[src/hw/rtl/cskc_pkg.sv]
// ----------------------------------------------------------------------------
// cskc_pkg
// Types, codes and limits shared by the clock setting key controller.
// ----------------------------------------------------------------------------
package cskc_pkg;

  // Item kinds.
  localparam logic [1:0] KIND_TICK = 2'd0;
  localparam logic [1:0] KIND_DEC  = 2'd1;
  localparam logic [1:0] KIND_INC  = 2'd2;
  localparam logic [1:0] KIND_SEL  = 2'd3;

  // Field select codes.
  localparam logic [2:0] FLD_YEAR   = 3'd0;
  localparam logic [2:0] FLD_MONTH  = 3'd1;
  localparam logic [2:0] FLD_DAY    = 3'd2;
  localparam logic [2:0] FLD_HOUR   = 3'd3;
  localparam logic [2:0] FLD_MINUTE = 3'd4;
  localparam logic [2:0] FLD_SECOND = 3'd5;

  // Field limits.
  localparam logic [7:0] YEAR_FLOOR = 8'd70;
  localparam logic [7:0] YEAR_CEIL  = 8'd255;
  localparam logic [3:0] MONTH_MAX  = 4'd11;
  localparam logic [4:0] DAY_MIN    = 5'd1;
  localparam logic [4:0] DAY_MAX    = 5'd31;
  localparam logic [4:0] HOUR_MAX   = 5'd23;
  localparam logic [5:0] MINSEC_MAX = 6'd59;

  localparam logic [14:0] BLINK_RESET = 15'd500;
  localparam logic [15:0] BLINK_SAT   = 16'hFFFF;

  typedef struct packed {
    logic [1:0] kind;
    logic [7:0] year;
    logic [3:0] month;
    logic [4:0] day;
    logic [4:0] hour;
    logic [5:0] minute;
    logic [5:0] second;
  } item_t;

  typedef struct packed {
    logic       setting_mode;
    logic [2:0] selected_field;
    logic [7:0] year;
    logic [3:0] month;
    logic [4:0] day;
    logic [4:0] hour;
    logic [5:0] minute;
    logic [5:0] second;
    logic       rtc_write;
    logic       cursor_on;
  } result_t;

endpackage

[src/hw/rtl/cskc_in_reg.sv]
// ----------------------------------------------------------------------------
// cskc_in_reg
// Input register: captures one beat and holds it until the core consumes it.
// ----------------------------------------------------------------------------
module cskc_in_reg (
  input  logic           clk,
  input  logic           rst_n,
  input  logic           in_valid,
  output logic           in_stall,
  input  cskc_pkg::item_t in_item,
  input  logic           take,
  output logic           item_valid,
  output cskc_pkg::item_t item
);
  import cskc_pkg::*;

  logic  valid_r;
  logic  valid_nxt;
  item_t item_r;
  logic  load;

  // A held item that the core cannot take this cycle blocks the input.
  assign in_stall  = valid_r && !take;
  assign load      = in_valid && !in_stall;
  assign valid_nxt = load ? 1'b1 : (take ? 1'b0 : valid_r);

  always_ff @(posedge clk) begin
    if (!rst_n) begin
      valid_r <= 1'b0;
    end else begin
      valid_r <= valid_nxt;
    end
  end

  always_ff @(posedge clk) begin
    if (load) begin
      item_r <= in_item;
    end
  end

  assign item_valid = valid_r;
  assign item       = item_r;

endmodule

[src/hw/rtl/cskc_core.sv]
// ----------------------------------------------------------------------------
// cskc_core
// Mode, field select, edit registers and blink counter, updated once per item.
// ----------------------------------------------------------------------------
module cskc_core (
  input  logic             clk,
  input  logic             rst_n,
  input  logic [14:0]      half_period,
  input  logic             fire,
  input  cskc_pkg::item_t  item,
  output cskc_pkg::result_t result
);
  import cskc_pkg::*;

  logic        mode_r,   mode_nxt;
  logic [2:0]  field_r,  field_nxt;
  logic [7:0]  year_r,   year_nxt;
  logic [3:0]  month_r,  month_nxt;
  logic [4:0]  day_r,    day_nxt;
  logic [4:0]  hour_r,   hour_nxt;
  logic [5:0]  minute_r, minute_nxt;
  logic [5:0]  second_r, second_nxt;
  logic [15:0] blink_r,  blink_nxt;
  logic [15:0] blink_inc;
  logic [16:0] twice;
  logic        write;
  logic        up;

  assign twice = {1'b0, half_period, 1'b0};
  assign up    = (item.kind == KIND_INC);
  assign blink_inc = (blink_r != BLINK_SAT) ? blink_r + 16'd1 : blink_r;

  always_comb begin
    mode_nxt   = mode_r;
    field_nxt  = field_r;
    year_nxt   = year_r;
    month_nxt  = month_r;
    day_nxt    = day_r;
    hour_nxt   = hour_r;
    minute_nxt = minute_r;
    second_nxt = second_r;
    blink_nxt  = blink_r;
    write      = 1'b0;
    unique case (item.kind)
      KIND_TICK: begin
        blink_nxt = blink_inc;
        if (mode_r && ({1'b0, blink_inc} > twice)) begin
          blink_nxt = '0;
        end
      end
      KIND_SEL: begin
        if (!mode_r) begin
          year_nxt   = item.year;
          month_nxt  = item.month;
          day_nxt    = item.day;
          hour_nxt   = item.hour;
          minute_nxt = item.minute;
          second_nxt = item.second;
          field_nxt  = FLD_YEAR;
          mode_nxt   = 1'b1;
        end else if (field_r >= FLD_SECOND) begin
          write    = 1'b1;
          mode_nxt = 1'b0;
        end else begin
          field_nxt = field_r + 3'd1;
        end
      end
      default: begin
        if (mode_r) begin
          unique case (field_r)
            FLD_YEAR: begin
              if (up) begin
                year_nxt = (year_r == YEAR_CEIL) ? YEAR_CEIL : year_r + 8'd1;
              end else begin
                year_nxt = (year_r <= YEAR_FLOOR) ? YEAR_FLOOR : year_r - 8'd1;
              end
            end
            FLD_MONTH: begin
              if (up) begin
                month_nxt = (month_r >= MONTH_MAX) ? 4'd0 : month_r + 4'd1;
              end else begin
                month_nxt = (month_r == 4'd0) ? MONTH_MAX : month_r - 4'd1;
              end
            end
            FLD_DAY: begin
              if (up) begin
                day_nxt = (day_r >= DAY_MAX) ? DAY_MIN : day_r + 5'd1;
              end else begin
                day_nxt = (day_r <= DAY_MIN) ? DAY_MAX : day_r - 5'd1;
              end
            end
            FLD_HOUR: begin
              if (up) begin
                hour_nxt = (hour_r >= HOUR_MAX) ? 5'd0 : hour_r + 5'd1;
              end else begin
                hour_nxt = (hour_r == 5'd0) ? HOUR_MAX : hour_r - 5'd1;
              end
            end
            FLD_MINUTE: begin
              if (up) begin
                minute_nxt = (minute_r >= MINSEC_MAX) ? 6'd0 : minute_r + 6'd1;
              end else begin
                minute_nxt = (minute_r == 6'd0) ? MINSEC_MAX : minute_r - 6'd1;
              end
            end
            FLD_SECOND: begin
              if (up) begin
                second_nxt = (second_r >= MINSEC_MAX) ? 6'd0 : second_r + 6'd1;
              end else begin
                second_nxt = (second_r == 6'd0) ? MINSEC_MAX : second_r - 6'd1;
              end
            end
            default: begin
            end
          endcase
        end
      end
    endcase
  end

  always_ff @(posedge clk) begin
    if (!rst_n) begin
      mode_r   <= 1'b0;
      field_r  <= FLD_YEAR;
      year_r   <= YEAR_FLOOR;
      month_r  <= 4'd0;
      day_r    <= DAY_MIN;
      hour_r   <= 5'd0;
      minute_r <= 6'd0;
      second_r <= 6'd0;
      blink_r  <= '0;
    end else if (fire) begin
      mode_r   <= mode_nxt;
      field_r  <= field_nxt;
      year_r   <= year_nxt;
      month_r  <= month_nxt;
      day_r    <= day_nxt;
      hour_r   <= hour_nxt;
      minute_r <= minute_nxt;
      second_r <= second_nxt;
      blink_r  <= blink_nxt;
    end
  end

  always_comb begin
    result.setting_mode   = mode_nxt;
    result.selected_field = field_nxt;
    result.year           = year_nxt;
    result.month          = month_nxt;
    result.day            = day_nxt;
    result.hour           = hour_nxt;
    result.minute         = minute_nxt;
    result.second         = second_nxt;
    result.rtc_write      = write;
    result.cursor_on      = mode_nxt && (blink_nxt > {1'b0, half_period})
                            && ({1'b0, blink_nxt} <= twice);
  end

endmodule

[src/hw/rtl/cskc_out_reg.sv]
// ----------------------------------------------------------------------------
// cskc_out_reg
// Result register: holds one result beat until the receiver takes it.
// ----------------------------------------------------------------------------
module cskc_out_reg (
  input  logic              clk,
  input  logic              rst_n,
  input  logic              load,
  input  cskc_pkg::result_t result,
  output logic              can_load,
  output logic              out_valid,
  input  logic              out_stall,
  output cskc_pkg::result_t held
);
  import cskc_pkg::*;

  logic    valid_r;
  logic    valid_nxt;
  result_t held_r;

  assign can_load  = !valid_r || !out_stall;
  assign valid_nxt = load ? 1'b1 : (valid_r && out_stall);

  always_ff @(posedge clk) begin
    if (!rst_n) begin
      valid_r <= 1'b0;
    end else begin
      valid_r <= valid_nxt;
    end
  end

  always_ff @(posedge clk) begin
    if (load) begin
      held_r <= result;
    end
  end

  assign out_valid = valid_r;
  assign held      = held_r;

endmodule

[src/hw/rtl/clock_setting_key_controller_unit.sv]
// ----------------------------------------------------------------------------
// clock_setting_key_controller_unit
// Time-setting controller for a clock, driven by key and tick beats.
// ----------------------------------------------------------------------------
//
//   Channel  | Handshake            | Payload
//   ---------+----------------------+--------------------------------------
//   in_      | in_valid / in_stall  | kind and the current clock time
//   out_     | out_valid / out_stall| mode, field, edited time, strobes
//   cfg_     | cfg_wr_en            | cfg_wr_data, blink half period
//
// Every input beat yields exactly one result beat. An accepted beat is held
// in the input register until the result register can take its result; the
// update is then written into the result register, which offers the result.
// A new beat is accepted in every cycle while results flow.
// Reset (rst_n low at a clock edge) returns to normal mode with the edit
// registers at year 70, January, day 1, 00:00:00 and a half period of 500.
// A stalled result holds; the input stalls only when the input register is
// full and the result register cannot be refilled.
//
module clock_setting_key_controller_unit (
  input  logic        clk,
  input  logic        rst_n,
  // Configuration.
  input  logic        cfg_wr_en,
  input  logic [14:0] cfg_wr_data,
  // Input channel.
  input  logic        in_valid,
  output logic        in_stall,
  input  logic [1:0]  in_kind,
  input  logic [7:0]  in_rtc_year_offset,
  input  logic [3:0]  in_rtc_month,
  input  logic [4:0]  in_rtc_day,
  input  logic [4:0]  in_rtc_hour,
  input  logic [5:0]  in_rtc_minute,
  input  logic [5:0]  in_rtc_second,
  // Result channel.
  output logic        out_valid,
  input  logic        out_stall,
  output logic        out_setting_mode,
  output logic [2:0]  out_selected_field,
  output logic [7:0]  out_year_offset,
  output logic [3:0]  out_month_index,
  output logic [4:0]  out_day_of_month,
  output logic [4:0]  out_hour_value,
  output logic [5:0]  out_minute_value,
  output logic [5:0]  out_second_value,
  output logic        out_rtc_write,
  output logic        out_cursor_on
);
  import cskc_pkg::*;

  logic [14:0] half_period_r;
  item_t       in_item;
  item_t       item;
  logic        item_valid;
  logic        can_load;
  logic        fire;
  result_t     result;
  result_t     held;

  // The user must write the blink half period only while the block is idle; the block does not enforce it.
  always_ff @(posedge clk) begin
    if (!rst_n) begin
      half_period_r <= BLINK_RESET;
    end else if (cfg_wr_en) begin
      half_period_r <= cfg_wr_data;
    end
  end

  always_comb begin
    in_item.kind   = in_kind;
    in_item.year   = in_rtc_year_offset;
    in_item.month  = in_rtc_month;
    in_item.day    = in_rtc_day;
    in_item.hour   = in_rtc_hour;
    in_item.minute = in_rtc_minute;
    in_item.second = in_rtc_second;
  end

  // The held item is processed in the cycle in which the result register
  // can accept its result; the state registers advance in that same cycle.
  assign fire = item_valid && can_load;

  cskc_in_reg u_in_reg (
    .clk        (clk),
    .rst_n      (rst_n),
    .in_valid   (in_valid),
    .in_stall   (in_stall),
    .in_item    (in_item),
    .take       (can_load),
    .item_valid (item_valid),
    .item       (item)
  );

  cskc_core u_core (
    .clk         (clk),
    .rst_n       (rst_n),
    .half_period (half_period_r),
    .fire        (fire),
    .item        (item),
    .result      (result)
  );

  cskc_out_reg u_out_reg (
    .clk       (clk),
    .rst_n     (rst_n),
    .load      (fire),
    .result    (result),
    .can_load  (can_load),
    .out_valid (out_valid),
    .out_stall (out_stall),
    .held      (held)
  );

  assign out_setting_mode   = held.setting_mode;
  assign out_selected_field = held.selected_field;
  assign out_year_offset    = held.year;
  assign out_month_index    = held.month;
  assign out_day_of_month   = held.day;
  assign out_hour_value     = held.hour;
  assign out_minute_value   = held.minute;
  assign out_second_value   = held.second;
  assign out_rtc_write      = held.rtc_write;
  assign out_cursor_on      = held.cursor_on;

endmodule

[config.mk]
export PLATFORM = sky130hd
export DESIGN_NAME = clock_setting_key_controller_unit
export DESIGN_NICKNAME = d
export VERILOG_FILES = /design/src/hw/rtl/cskc_pkg.sv /design/src/hw/rtl/cskc_in_reg.sv /design/src/hw/rtl/cskc_core.sv /design/src/hw/rtl/cskc_out_reg.sv /design/src/hw/rtl/clock_setting_key_controller_unit.sv
export SDC_FILE = /design/constraint.sdc
export NUM_CORES = 1
export LEC_CHECK = 0
export BUFFER_PORTS_ARGS = -buffer_cell sky130_fd_sc_hd__buf_2
export CAP_MARGIN = 40
export CELL_PAD_IN_SITES_DETAIL_PLACEMENT = 0
export CELL_PAD_IN_SITES_GLOBAL_PLACEMENT = 2
export CORE_ASPECT_RATIO = 0.9
export CORE_UTILIZATION = 33
export DETAILED_ROUTE_END_ITERATION = 10
export PLACE_DENSITY = 0.84
export SLEW_MARGIN = 20
export SYNTH_ARGS = -nofsm -noshare
export SYNTH_HDL_FRONTEND = slang
export SYNTH_SLANG_ARGS = --single-unit
[constraint.sdc]
create_clock -name clk -period 4.3 [get_ports clk]
set_input_delay 0.43 -clock clk [delete_from_list [all_inputs] [get_ports clk]]
set_output_delay 0.43 -clock clk [all_outputs]
set_load 0.1 [all_outputs]
# Word-level counts from Yosys, hierarchy flattened
# Cells that the tools add are included.
[totals] regBits=147 latchBits=0 mem_bits_rw=0 rom_bits=0 out_inout_bits=42 elab_cells=138 mem_count=0
[classes] add_sub_neg=14 multipliers=0 div_mod_pow=0 order_cmp=11 eq_ne=9 n_shift=0 n_mux=55 n_bitwise=0 n_reduce_logical=20
[op_table] operator="6-bit two-way mux" n=12
[op_table] operator="5-bit two-way mux" n=12
[op_table] operator="16-bit two-way mux" n=3
[op_table] operator="8-bit two-way mux" n=6
[op_table] operator="4-bit two-way mux" n=6
[op_table] operator="6-bit one-hot mux with 2 select lines" n=2
[op_table] operator="5-bit one-hot mux with 2 select lines" n=2
[op_table] operator="16-bit by 1-bit adder with 16-bit output (second input constant)" n=1
[op_table] operator="16-bit by 15-bit greater-than comparator with 1-bit output" n=1
[op_table] operator="16-bit greater-than comparator" n=1
[op_table] operator="16-bit <= comparator" n=1
[op_table] operator="16-bit != test (second input constant)" n=1
[op_table] operator="8-bit one-hot mux with 2 select lines" n=1
[op_table] operator="6-bit by 1-bit adder with 6-bit output (second input constant)" n=2
[op_table] operator="6-bit greater-or-equal comparator (second input constant)" n=2
[op_table] operator="6-bit zero test" n=2
[op_table] operator="6-bit by 1-bit subtractor with 6-bit output (second input constant)" n=2
[op_table] operator="5-bit by 1-bit adder with 5-bit output (second input constant)" n=2
[op_table] operator="5-bit greater-or-equal comparator (second input constant)" n=2
[op_table] operator="5-bit by 1-bit subtractor with 5-bit output (second input constant)" n=2
[op_table] operator="3-bit two-way mux" n=3
[op_table] operator="8-bit by 1-bit adder with 8-bit output (second input constant)" n=1
[op_table] operator="8-bit == test (second input constant)" n=1
[op_table] operator="8-bit by 7-bit <= comparator with 1-bit output (second input constant)" n=1
[op_table] operator="other kinds (22)" n=40

# Logic depth before layout (Yosys ltp)
# Gate-level depths: netlist (run 1).
[logic_depth] ltp_word=9 ltp_mapped=24 depth_no_buf=23

# Hierarchy
# A second synthesis (run 1) with hierarchy kept.
[unflattened] cells_unflattened=1042 hier_area_um2=9381.5
[by_module_without_submodules] mod="cskc_core" n_inst=1 cells_per_inst=909 area_each_um2=6446.2
[by_module_without_submodules] mod="cskc_out_reg" n_inst=1 cells_per_inst=44 area_each_um2=1236.2
[by_module_without_submodules] mod="cskc_in_reg" n_inst=1 cells_per_inst=40 area_each_um2=1128.6
[by_module_without_submodules] mod="clock_setting_key_controller_unit" n_inst=1 cells_per_inst=49 area_each_um2=570.5

# Worst setup path after synthesis (run 1)
# OpenSTA, ideal clock, no wires.
[synth_timing] path_type="register -> register" startpoint="reg u_core.blink_r[0]" endpoint="reg u_out_reg.held_r (netlist bit u_out_reg.held[0]), data pin" arrival_time_ps=4452 setup_slack_ps=-311 stages_incl_launch_ff=25 path_buffers=2 period_less_slack_ps=4611 path_cell_list="dfxtp_1 -> ha_1 -> and4_1 -> nand2b_1 -> o21ai_1 -> nor2_1 -> nor4b_1 -> or2_1 -> ha_1 -> nand4_1 -> nor2_1 -> a22oi_1 -> o41ai_4 -> nand2_1 -> buf_2 -> buf_2 -> nand2_1 -> o22ai_1 -> ha_1 -> nand3_1 -> nor2_1 -> o311ai_0 -> a211o_1 -> o2111ai_1 -> a22oi_1"
[synth_rtl] element="start, declared" line="cskc_core.sv:23" text="logic [15:0] blink_r, blink_nxt;"
[synth_rtl] element="start signal, assigned" line="cskc_core.sv:141" text="blink_r <= blink_nxt;"
[synth_rtl] element="end signal, assigned" line="cskc_out_reg.sv:34" text="held_r <= result;"
[synth_rtl] element="end, declared" line="cskc_out_reg.sv:19" text="result_t held_r;"

==> results of run 1 <==
timing repair:
action	CTS	global route
cloned	0	1
setup buffers	1	12
hold buffers	0	0
pin swaps	13	26
endpoints found under the setup margin	1	1
gates resized for setup	18	42
hold endpoints to repair	0	0
worst max-delay path, stage by stage (launching register included):
cell      delay [ns]
dfxtp_2         0.32
and4_4          0.18
and3_4          0.20
a2111o_1        0.43
nor2_2          0.16
nor2b_2         0.06
or2_1           0.26
ha_4            0.27
nand4_1         0.19
o41ai_4         0.49
nand2_2         0.12
and2_1          0.26
a22o_1          0.27
ha_1            0.30
nand4_1         0.15
nor4_2          0.30
nand2_1         0.08
a221o_1         0.27
a22oi_1         0.18
area by class of cell:
type                            instances  area, um^2
Sequential cell                       147        3710
Fill cell                            2850       16300
Timing Repair Buffer                  193        1210
Tap cell                              360         450
Inverter                               59         221
Clock buffer                           17         425
Multi-Input combinational cell        788        5490
Clock inverter                         15         193
worst max-delay path by stage:
stage | startpoint | end | slack [ns]
final | u_core.blink_r[11] | u_out_reg.held[0] | -0.35
after CTS | u_core.blink_r[14] | u_out_reg.held[0] | -0.22
after global placement | u_core.blink_r[0] | u_out_reg.held[0] | -0.22
after global routing | u_core.blink_r[11] | u_out_reg.held[0] | -0.57
after floorplan | u_core.blink_r[0] | u_out_reg.held[0] | 0.004
after detailed placement | u_core.blink_r[0] | u_out_reg.held[0] | -0.26
flip-flops by register name (all words and copies together), names as in the netlist:
register,cells
half_period_r,15
u_core.second_r,6
u_in_reg.item_valid,1
u_core.mode_r,1
u_core.day_r,5
u_core.minute_r,6
u_core.year_r,8
u_out_reg.held,40
u_core.field_r,3
u_core.hour_r,5
u_core.blink_r,16
u_core.month_r,4
u_in_reg.item,36
u_out_reg.out_valid,1
placed cells by master, fill, tap and decap left out, types with 7 or more instances in the layout:
| master | netlist | routed |
|---|---|---|
| o21ai_2 | 2 | 7 |
| clkbuf_16 | 0 | 17 |
| nand2b_1 | 13 | 13 |
| dfxtp_2 | 0 | 8 |
| a221oi_1 | 19 | 19 |
| a22oi_1 | 10 | 9 |
| and2_1 | 8 | 7 |
| a32o_1 | 9 | 9 |
| xnor2_1 | 8 | 8 |
| o22ai_1 | 10 | 9 |
| a21oi_1 | 97 | 96 |
| nand4_1 | 12 | 12 |
| buf_4 | 0 | 94 |
| mux2i_1 | 13 | 13 |
| a31oi_1 | 19 | 18 |
| nand2_1 | 115 | 112 |
| nor2b_1 | 13 | 9 |
| a22o_1 | 10 | 9 |
| inv_6 | 0 | 7 |
| inv_1 | 55 | 54 |
| buf_2 | 11 | 98 |
| edfxtp_1 | 76 | 76 |
| nor3_1 | 26 | 24 |
| ha_1 | 69 | 61 |
| nor2_1 | 71 | 68 |
| nand3_1 | 40 | 38 |
| and3_1 | 18 | 16 |
| o31ai_1 | 9 | 9 |
| o21ai_0 | 52 | 44 |
| nor4_1 | 9 | 7 |
| o211ai_1 | 14 | 14 |
| a211o_1 | 7 | 7 |
| dfxtp_1 | 71 | 63 |
| a211oi_1 | 8 | 8 |
per-layer routing:
metal / vias up / wire length, um / GRT usage, %
met5: - / 0 / 0
li1: 4259 / - / -
met3: 41 / 1430 / 3.83
met1: 4199 / 14600 / 28.9
met4: 0 / 696 / 7.85
met2: 276 / 13000 / 30.8
cells by family (layout without fill, tap and decap cells):
group           count (synthesis)  after routing
simple gates                  354            354
flops                         147            147
buf+inv                       136            284
mux                            19             19
xor+xnor                       13             13
compound gates                333            333
fa+ha+maj                      69             69
stage by stage:
step | utilization [%] | setup TNS [ns] | hold slack, ns
after detailed placement | 38.2 | -0.264 | 0.485
after CTS | 40.7 | -0.221 | 0.137
after floorplan | - | 0 | 0.457
after global routing | 41.8 | -0.565 | 0.143
final | 41.8 | -0.353 | 0.156
after global placement | 38.2 | -0.216 | 0.476
power groups by stage:
stage	logic (W)	clock network, W	registers, W
after floorplan	0.000342	0	0.00178
after global routing	0.000731	0.00168	0.00163
after CTS	0.000668	0.00164	0.00162
final	0.000678	0.00160	0.00162
after detailed placement	0.000665	0	0.00165
after global placement	0.000659	0	0.00165
==> results by group, run 1 <==
Run status
  – Outcome: finished with violations
  – Failing checks: setup timing

Logic synthesis
  – Mux cell area share after synthesis: 2.10%
  – Fraction of registers with async set/reset: 0%
  – Post-synth top area share: 24.2%
  – Gate Count Post-Synth: 1071
  – Synth area leaders: edfxtp_1, dfxtp_1, ha_1
  – Most numerous cell in the Yosys netlist: nand2_1
  – Synth cell count leaders: nand2_1, a21oi_1, edfxtp_1
  – Area leader, netlist: edfxtp_1
  – Sequential area share after synthesis: 39.3%
  – Main flop type after synthesis: edfxtp_1
  – Post-synthesis xor/xnor area fraction: 1.21%
  – Largest family of logic cells by synthesized area: compound AO/OA/AOI/OAI gates
  – Simple-gate share of the synthesized area: 18.3%
  – Synth Cell Area: 9420 um^2
  – Mapped Nets: 1196
  – Synth Area in Adders: 9.17%
  – Post-synthesis register bit count: 147
  – Syn_area_per_cell: 8.79 um^2
  – Synth Area in Compound Gates: 24.1%
  – Synth warnings: 0
  – Post-synth EDFFs: 76
  – Cell variety after synth: 81

Die
  – Die height: 162 um
  – Die area: 29200 um^2
  – Io pins: 98
  – Standard-cell rows: 58
  – Initial Util: 33.6%
  – Die width: 180 um
  – Core area: 28000 um^2

Timing
  – Headroom to the max-slew limit: 51.3%
  – Setup WS post-layout: -0.353 ns
  – Final min period: 4.65 ns
  – Worst-Margin Slew: 0.725 ns
  – Final setup violation count: 1
  – Slew Limit Fails: 0
  – Crit share post-route: 108%
  – RSZ-0062 raised after global routing: true
  – Skew final: 0.0135 ns
  – Fmax: 215 MHz
  – Endpoints failing hold: 0

Finish
  – Final Net Count: 1331
  – Antenna cells: 0
  – Final Cell Area: 11700 um^2
  – Synthesis-to-finish area growth: 24.2%
  – Layout cell share with drive strength beyond 1: 25.4%
  – Non-Filler Instances: 1579

Clock tree
  – Clock tree buffer depth: 2
  – TritonCTS clock tree: yes
  – Later-pin clock latency in the skew report: 0.45 ns
  – Sinks on Clock Net: 147
  – CTS Buf Count: 17
  – Clock transition at path regs: 0.07 ns
  – CTS Root Cell: clkbuf_16
  – H-tree depth: 4

Worst setup path
  – Critical path type: reg2reg
  – CP Data Arrival Time: 4.94 ns
  – CP required: 4.58 ns
  – CP endpoint kind: flip-flop
  – Reg-to-Reg Start: u_core.blink_r[11]
  – CP Launch Type: flip-flop
  – R2R cell count: 18
  – Worst Path Max Fanout: 5
  – Worst R2R End: u_out_reg.held[0]
  – Reg2Reg Setup Slack: -0.35 ns

GRT
  – Global-route wire length before repair: 46500 um
  – Vias in the first global route: 8359
  – Tot GR Track Use: 20.4%
  – Initial antenna violation count: 0
  – Pin count of the biggest net entering global routing: 64
  – GRT Residual Overflow: 0

Routing
  – Routed vias/inst: 5.56
  – Vias: 8775
  – WL/cell: 18.8 um
  – Drc violations: 0
  – Final WL: 29600 um
  – Detailed Routing Iterations Pass 1: 5
  – Detail Route Antenna Nets: 0
  – Initial DRC count: 717

Power
  – Internal power: 0.00268 W
  – Switching power: 0.00122 W
  – LEAKAGE: 4.64 nW
  – Cell Pwr Density: 333 nW/um^2
  – Worst vdd ir: 351 uV
  – Logic pwr share: 17.4%
  – Net Sw Frac: 31.3%
  – Clk pwr share: 41.1%
  – Share of power burned in registers: 41.5%
  – Pwr Total: 0.00389 W

Worst hold path
  – WHS Endpoint: u_in_reg.item[7]
  – WHS Path Cells: 1
  – Hold Crit Class: in2reg
  – HP Start: in_rtc_minute[1]

Placement
  – Cell area after placement: 10700 um^2
  – GPL Wtd Cong: 0.878
  – Placement Setup Slack: -0.264 ns
  – DP Cell Count: 1533
  – PortBufs: 97
  – Post-DP HPWL: 20400 um

Job
  – Maxcap violations: 0
Power figures use the tool's default switching activity.
==> run 2: changes to the inputs <==
- CTS_CLUSTER_SIZE: default -> 28
- MAX_ROUTING_LAYER: default -> met4
- PLACE_DENSITY: 0.84 -> 0.81
- clock period: 4.3 -> 4.9 ns (I/O delays scaled with it)
==> run 2 against run 1 <==
Critical endpoint unchanged. Critical path depth up 2. Highest routed layer unchanged. The flow now finishes without violations. First-iteration DRC count up 22%. Worst hold slack better by 0.077 ns. Cell area down 4.1%. Clock skew down 0.0014 ns.
==> results by group, run 2 (synthesis gave the netlist of run 1 again) <==
Worst setup path
  – R2R cell count: 20 (+2)
  – Cell Chain, Critical Path: and4_1 -> and3_4 -> a2111o_1 -> nor2_2 -> nor2b_1 -> or2_1 -> ha_4 -> nand4_1 -> o41ai_4 -> buf_4 -> and2_4 -> buf_4 -> o21ai_0 -> o2bb2ai_2 -> ha_1 -> nand4_1 -> nor4_2 -> nand2_1 -> a221o_1 -> a22oi_1
  – Reg2Reg Setup Slack: 0.22 ns (+0.57 ns)
  – Worst Path Max Fanout: 6 (+1)
  – CP Launch Type: flip-flop
  – Critical path type: reg2reg
  – Largest stage delay, worst path: 0.47 ns (-0.02 ns)
  – Worst R2R End: u_out_reg.held[0]
  – CP required: 5.17 ns (+0.59 ns)
  – CP endpoint kind: flip-flop
  – CP Data Arrival Time: 4.95 ns (about the same)
  – Reg-to-Reg Start: u_core.blink_r[13]
  – CP max-delay cell: a2111o_1

Clock tree
  – Clock tree buffer depth: 2 (unchanged)
  – CTS Buf Count: 17 (unchanged)
  – Later-pin clock latency in the skew report: 0.43 ns (-0.02 ns)
  – TritonCTS clock tree: yes
  – Hold buffer count at cts: 0 (unchanged)
  – Sinks on Clock Net: 147 (unchanged)
  – H-tree depth: 4 (unchanged)
  – Clock transition at path regs: 0.07 ns (about the same)
  – CTS Root Cell: clkbuf_16

Routing
  – Drc violations: 0 (unchanged)
  – Detail Route Antenna Nets: 0 (unchanged)
  – Detailed Routing Iterations Pass 1: 5 (unchanged)
  – Initial DRC count: 875 (+22%)
  – Vias: 8445 (-3.8%)
  – Routed vias/inst: 5.51 (-0.87%)
  – WL/cell: 18.2 um (-3.1%)
  – Final WL: 27900 um (-6.0%)

Die
  – Standard-cell rows: 58 (unchanged)
  – Die area: 29200 um^2 (unchanged)
  – Io pins: 98 (unchanged)
  – Die width: 180 um (unchanged)
  – Die height: 162 um (unchanged)
  – Initial Util: 33.6% (unchanged)
  – Core area: 28000 um^2 (unchanged)

Power
  – LEAKAGE: 4.41 nW (-5.0%)
  – Cell Pwr Density: 304 nW/um^2 (-8.8%)
  – Worst vdd ir: 256 uV (-27%)

Timing
  – Final min period: 4.68 ns (+0.0269 ns)
  – Fmax: 214 MHz (-0.58%)
  – Crit share post-route: 95.5% (-13 points)
  – Headroom to the max-slew limit: 43.1% (-8.2 points)
  – Skew final: 0.0121 ns (-0.00140 ns)
  – Endpoints failing hold: 0 (unchanged)
  – Worst hold slack: 0.233 ns (+0.0767 ns)
  – Final setup violation count: 0 (-1)
  – Worst-Margin Slew: 0.847 ns (+0.122 ns)
  – Slew Limit Fails: 0 (unchanged)

Finish
  – Final core utilization: 40.0% (-1.7 points)
  – Antenna cells: 0 (unchanged)
  – Final Cell Area: 11200 um^2 (-4.1%)
  – Most frequent cells in the layout: nand2_1, a21oi_1, buf_2
  – Layout cell share with drive strength beyond 1: 20.6% (-4.8 points)
  – Commonest non-fill, non-tap cell in the layout: nand2_1
  – Synthesis-to-finish area growth: 19.1%
  – Final Net Count: 1285 (-3.5%)
  – Largest register FFs: 40 (unchanged)

Worst hold path
  – Hold Crit Class: in2reg
  – HP Start: in_rtc_year_offset[6]
  – WHS Path Cells: 1 (unchanged)
  – WHS Endpoint: u_in_reg.item[32]

GRT
  – Tot GR Track Use: 19.7% (-0.72 points)
  – Vias in the first global route: 7969 (-4.7%)
  – Initial antenna violation count: 0 (unchanged)
  – Global-route wire length before repair: 44000 um (-5.5%)
  – Pin count of the biggest net entering global routing: 57 (-11%)
  – GRT Residual Overflow: 0 (unchanged)

Placement
  – Post-DP HPWL: 19600 um (-3.9%)
  – GPL Wtd Cong: 0.875 (-0.39%)
  – PortBufs: 97 (unchanged)
  – Cell area after placement: 10400 um^2 (-3.3%)

Run status
  – Outcome: finished clean

Job
  – Maxcap violations: 0 (unchanged)
==> run 2: changes by cell type in the layout (fill, tap and decap cells not counted), moves of 4 or more <==
cell / change
buf_4: -47
dfxtp_2: -5
ha_4: -4
o21ai_0: +6
dfxtp_1: +4
==> run 2: metal layers <==
metal / vias up / wire, um / global-route usage (%)
met4: 0 / 399 / 5.36
met1: 4041 / 13400 / 25.6
met2: 201 / 13000 / 31.5
met5: - / 0 / -
met3: 21 / 1160 / 3.63
li1: 4182 / - / -
==> run 2: worst max-delay path by stage <==
stage | from | endpoint | slack (ns)
after floorplan | u_core.blink_r[0] | u_out_reg.held[0] | 0.29
after global placement | u_core.blink_r[0] | u_out_reg.held[0] | 0.02
after detailed placement | u_core.blink_r[0] | u_out_reg.held[0] | -0.06
after CTS | u_core.blink_r[13] | u_out_reg.held[0] | 0.002
after global routing | u_core.blink_r[13] | u_out_reg.held[0] | -0.06
final | u_core.blink_r[13] | u_out_reg.held[0] | 0.22
==> run 2: power breakdown <==
group          switching (W)  leakage, nW  internal, W
logic               0.000414         2.79     0.000165
registers          0.0000524         1.31      0.00136
clock network       0.000550        0.306     0.000859
==> run 2: area by class of cell <==
cell class | instances | area, um^2
Clock buffer | 18 | 429
Fill cell | 2809 | 16800
Multi-Input combinational cell | 788 | 5320
Timing Repair Buffer | 147 | 885
Tap cell | 360 | 450
Inverter | 59 | 221
Sequential cell | 147 | 3710
Clock inverter | 14 | 199
==> run 2: critical path, delay by kind of cell (launching register included) <==
kind	cells	cell delay [ns]
and+or+nand+nor	10	1.65
AOI/OAI and AO/OA	6	1.59
adders and majority gates	2	0.62
DFF	1	0.36
buffers and inverters	2	0.30
==> run 2: repair_timing <==
action,4_1_cts,5_1_grt
setup endpoints to repair,1,1
setup buffers,0,10
gates resized for setup,3,35
pin swaps,0,21
==> run 2: through the flow <==
stage                     instances  setup TNS [ns]  setup slack, ns  total power, W
final                          1533               0            0.220         0.00341
after global routing           1533         -0.0610          -0.0610         0.00355
after CTS                      1522               0          0.00241         0.00344
after detailed placement       1490         -0.0593          -0.0593         0.00202
after global placement         1488               0           0.0229         0.00201
after floorplan                1071               0            0.289         0.00186
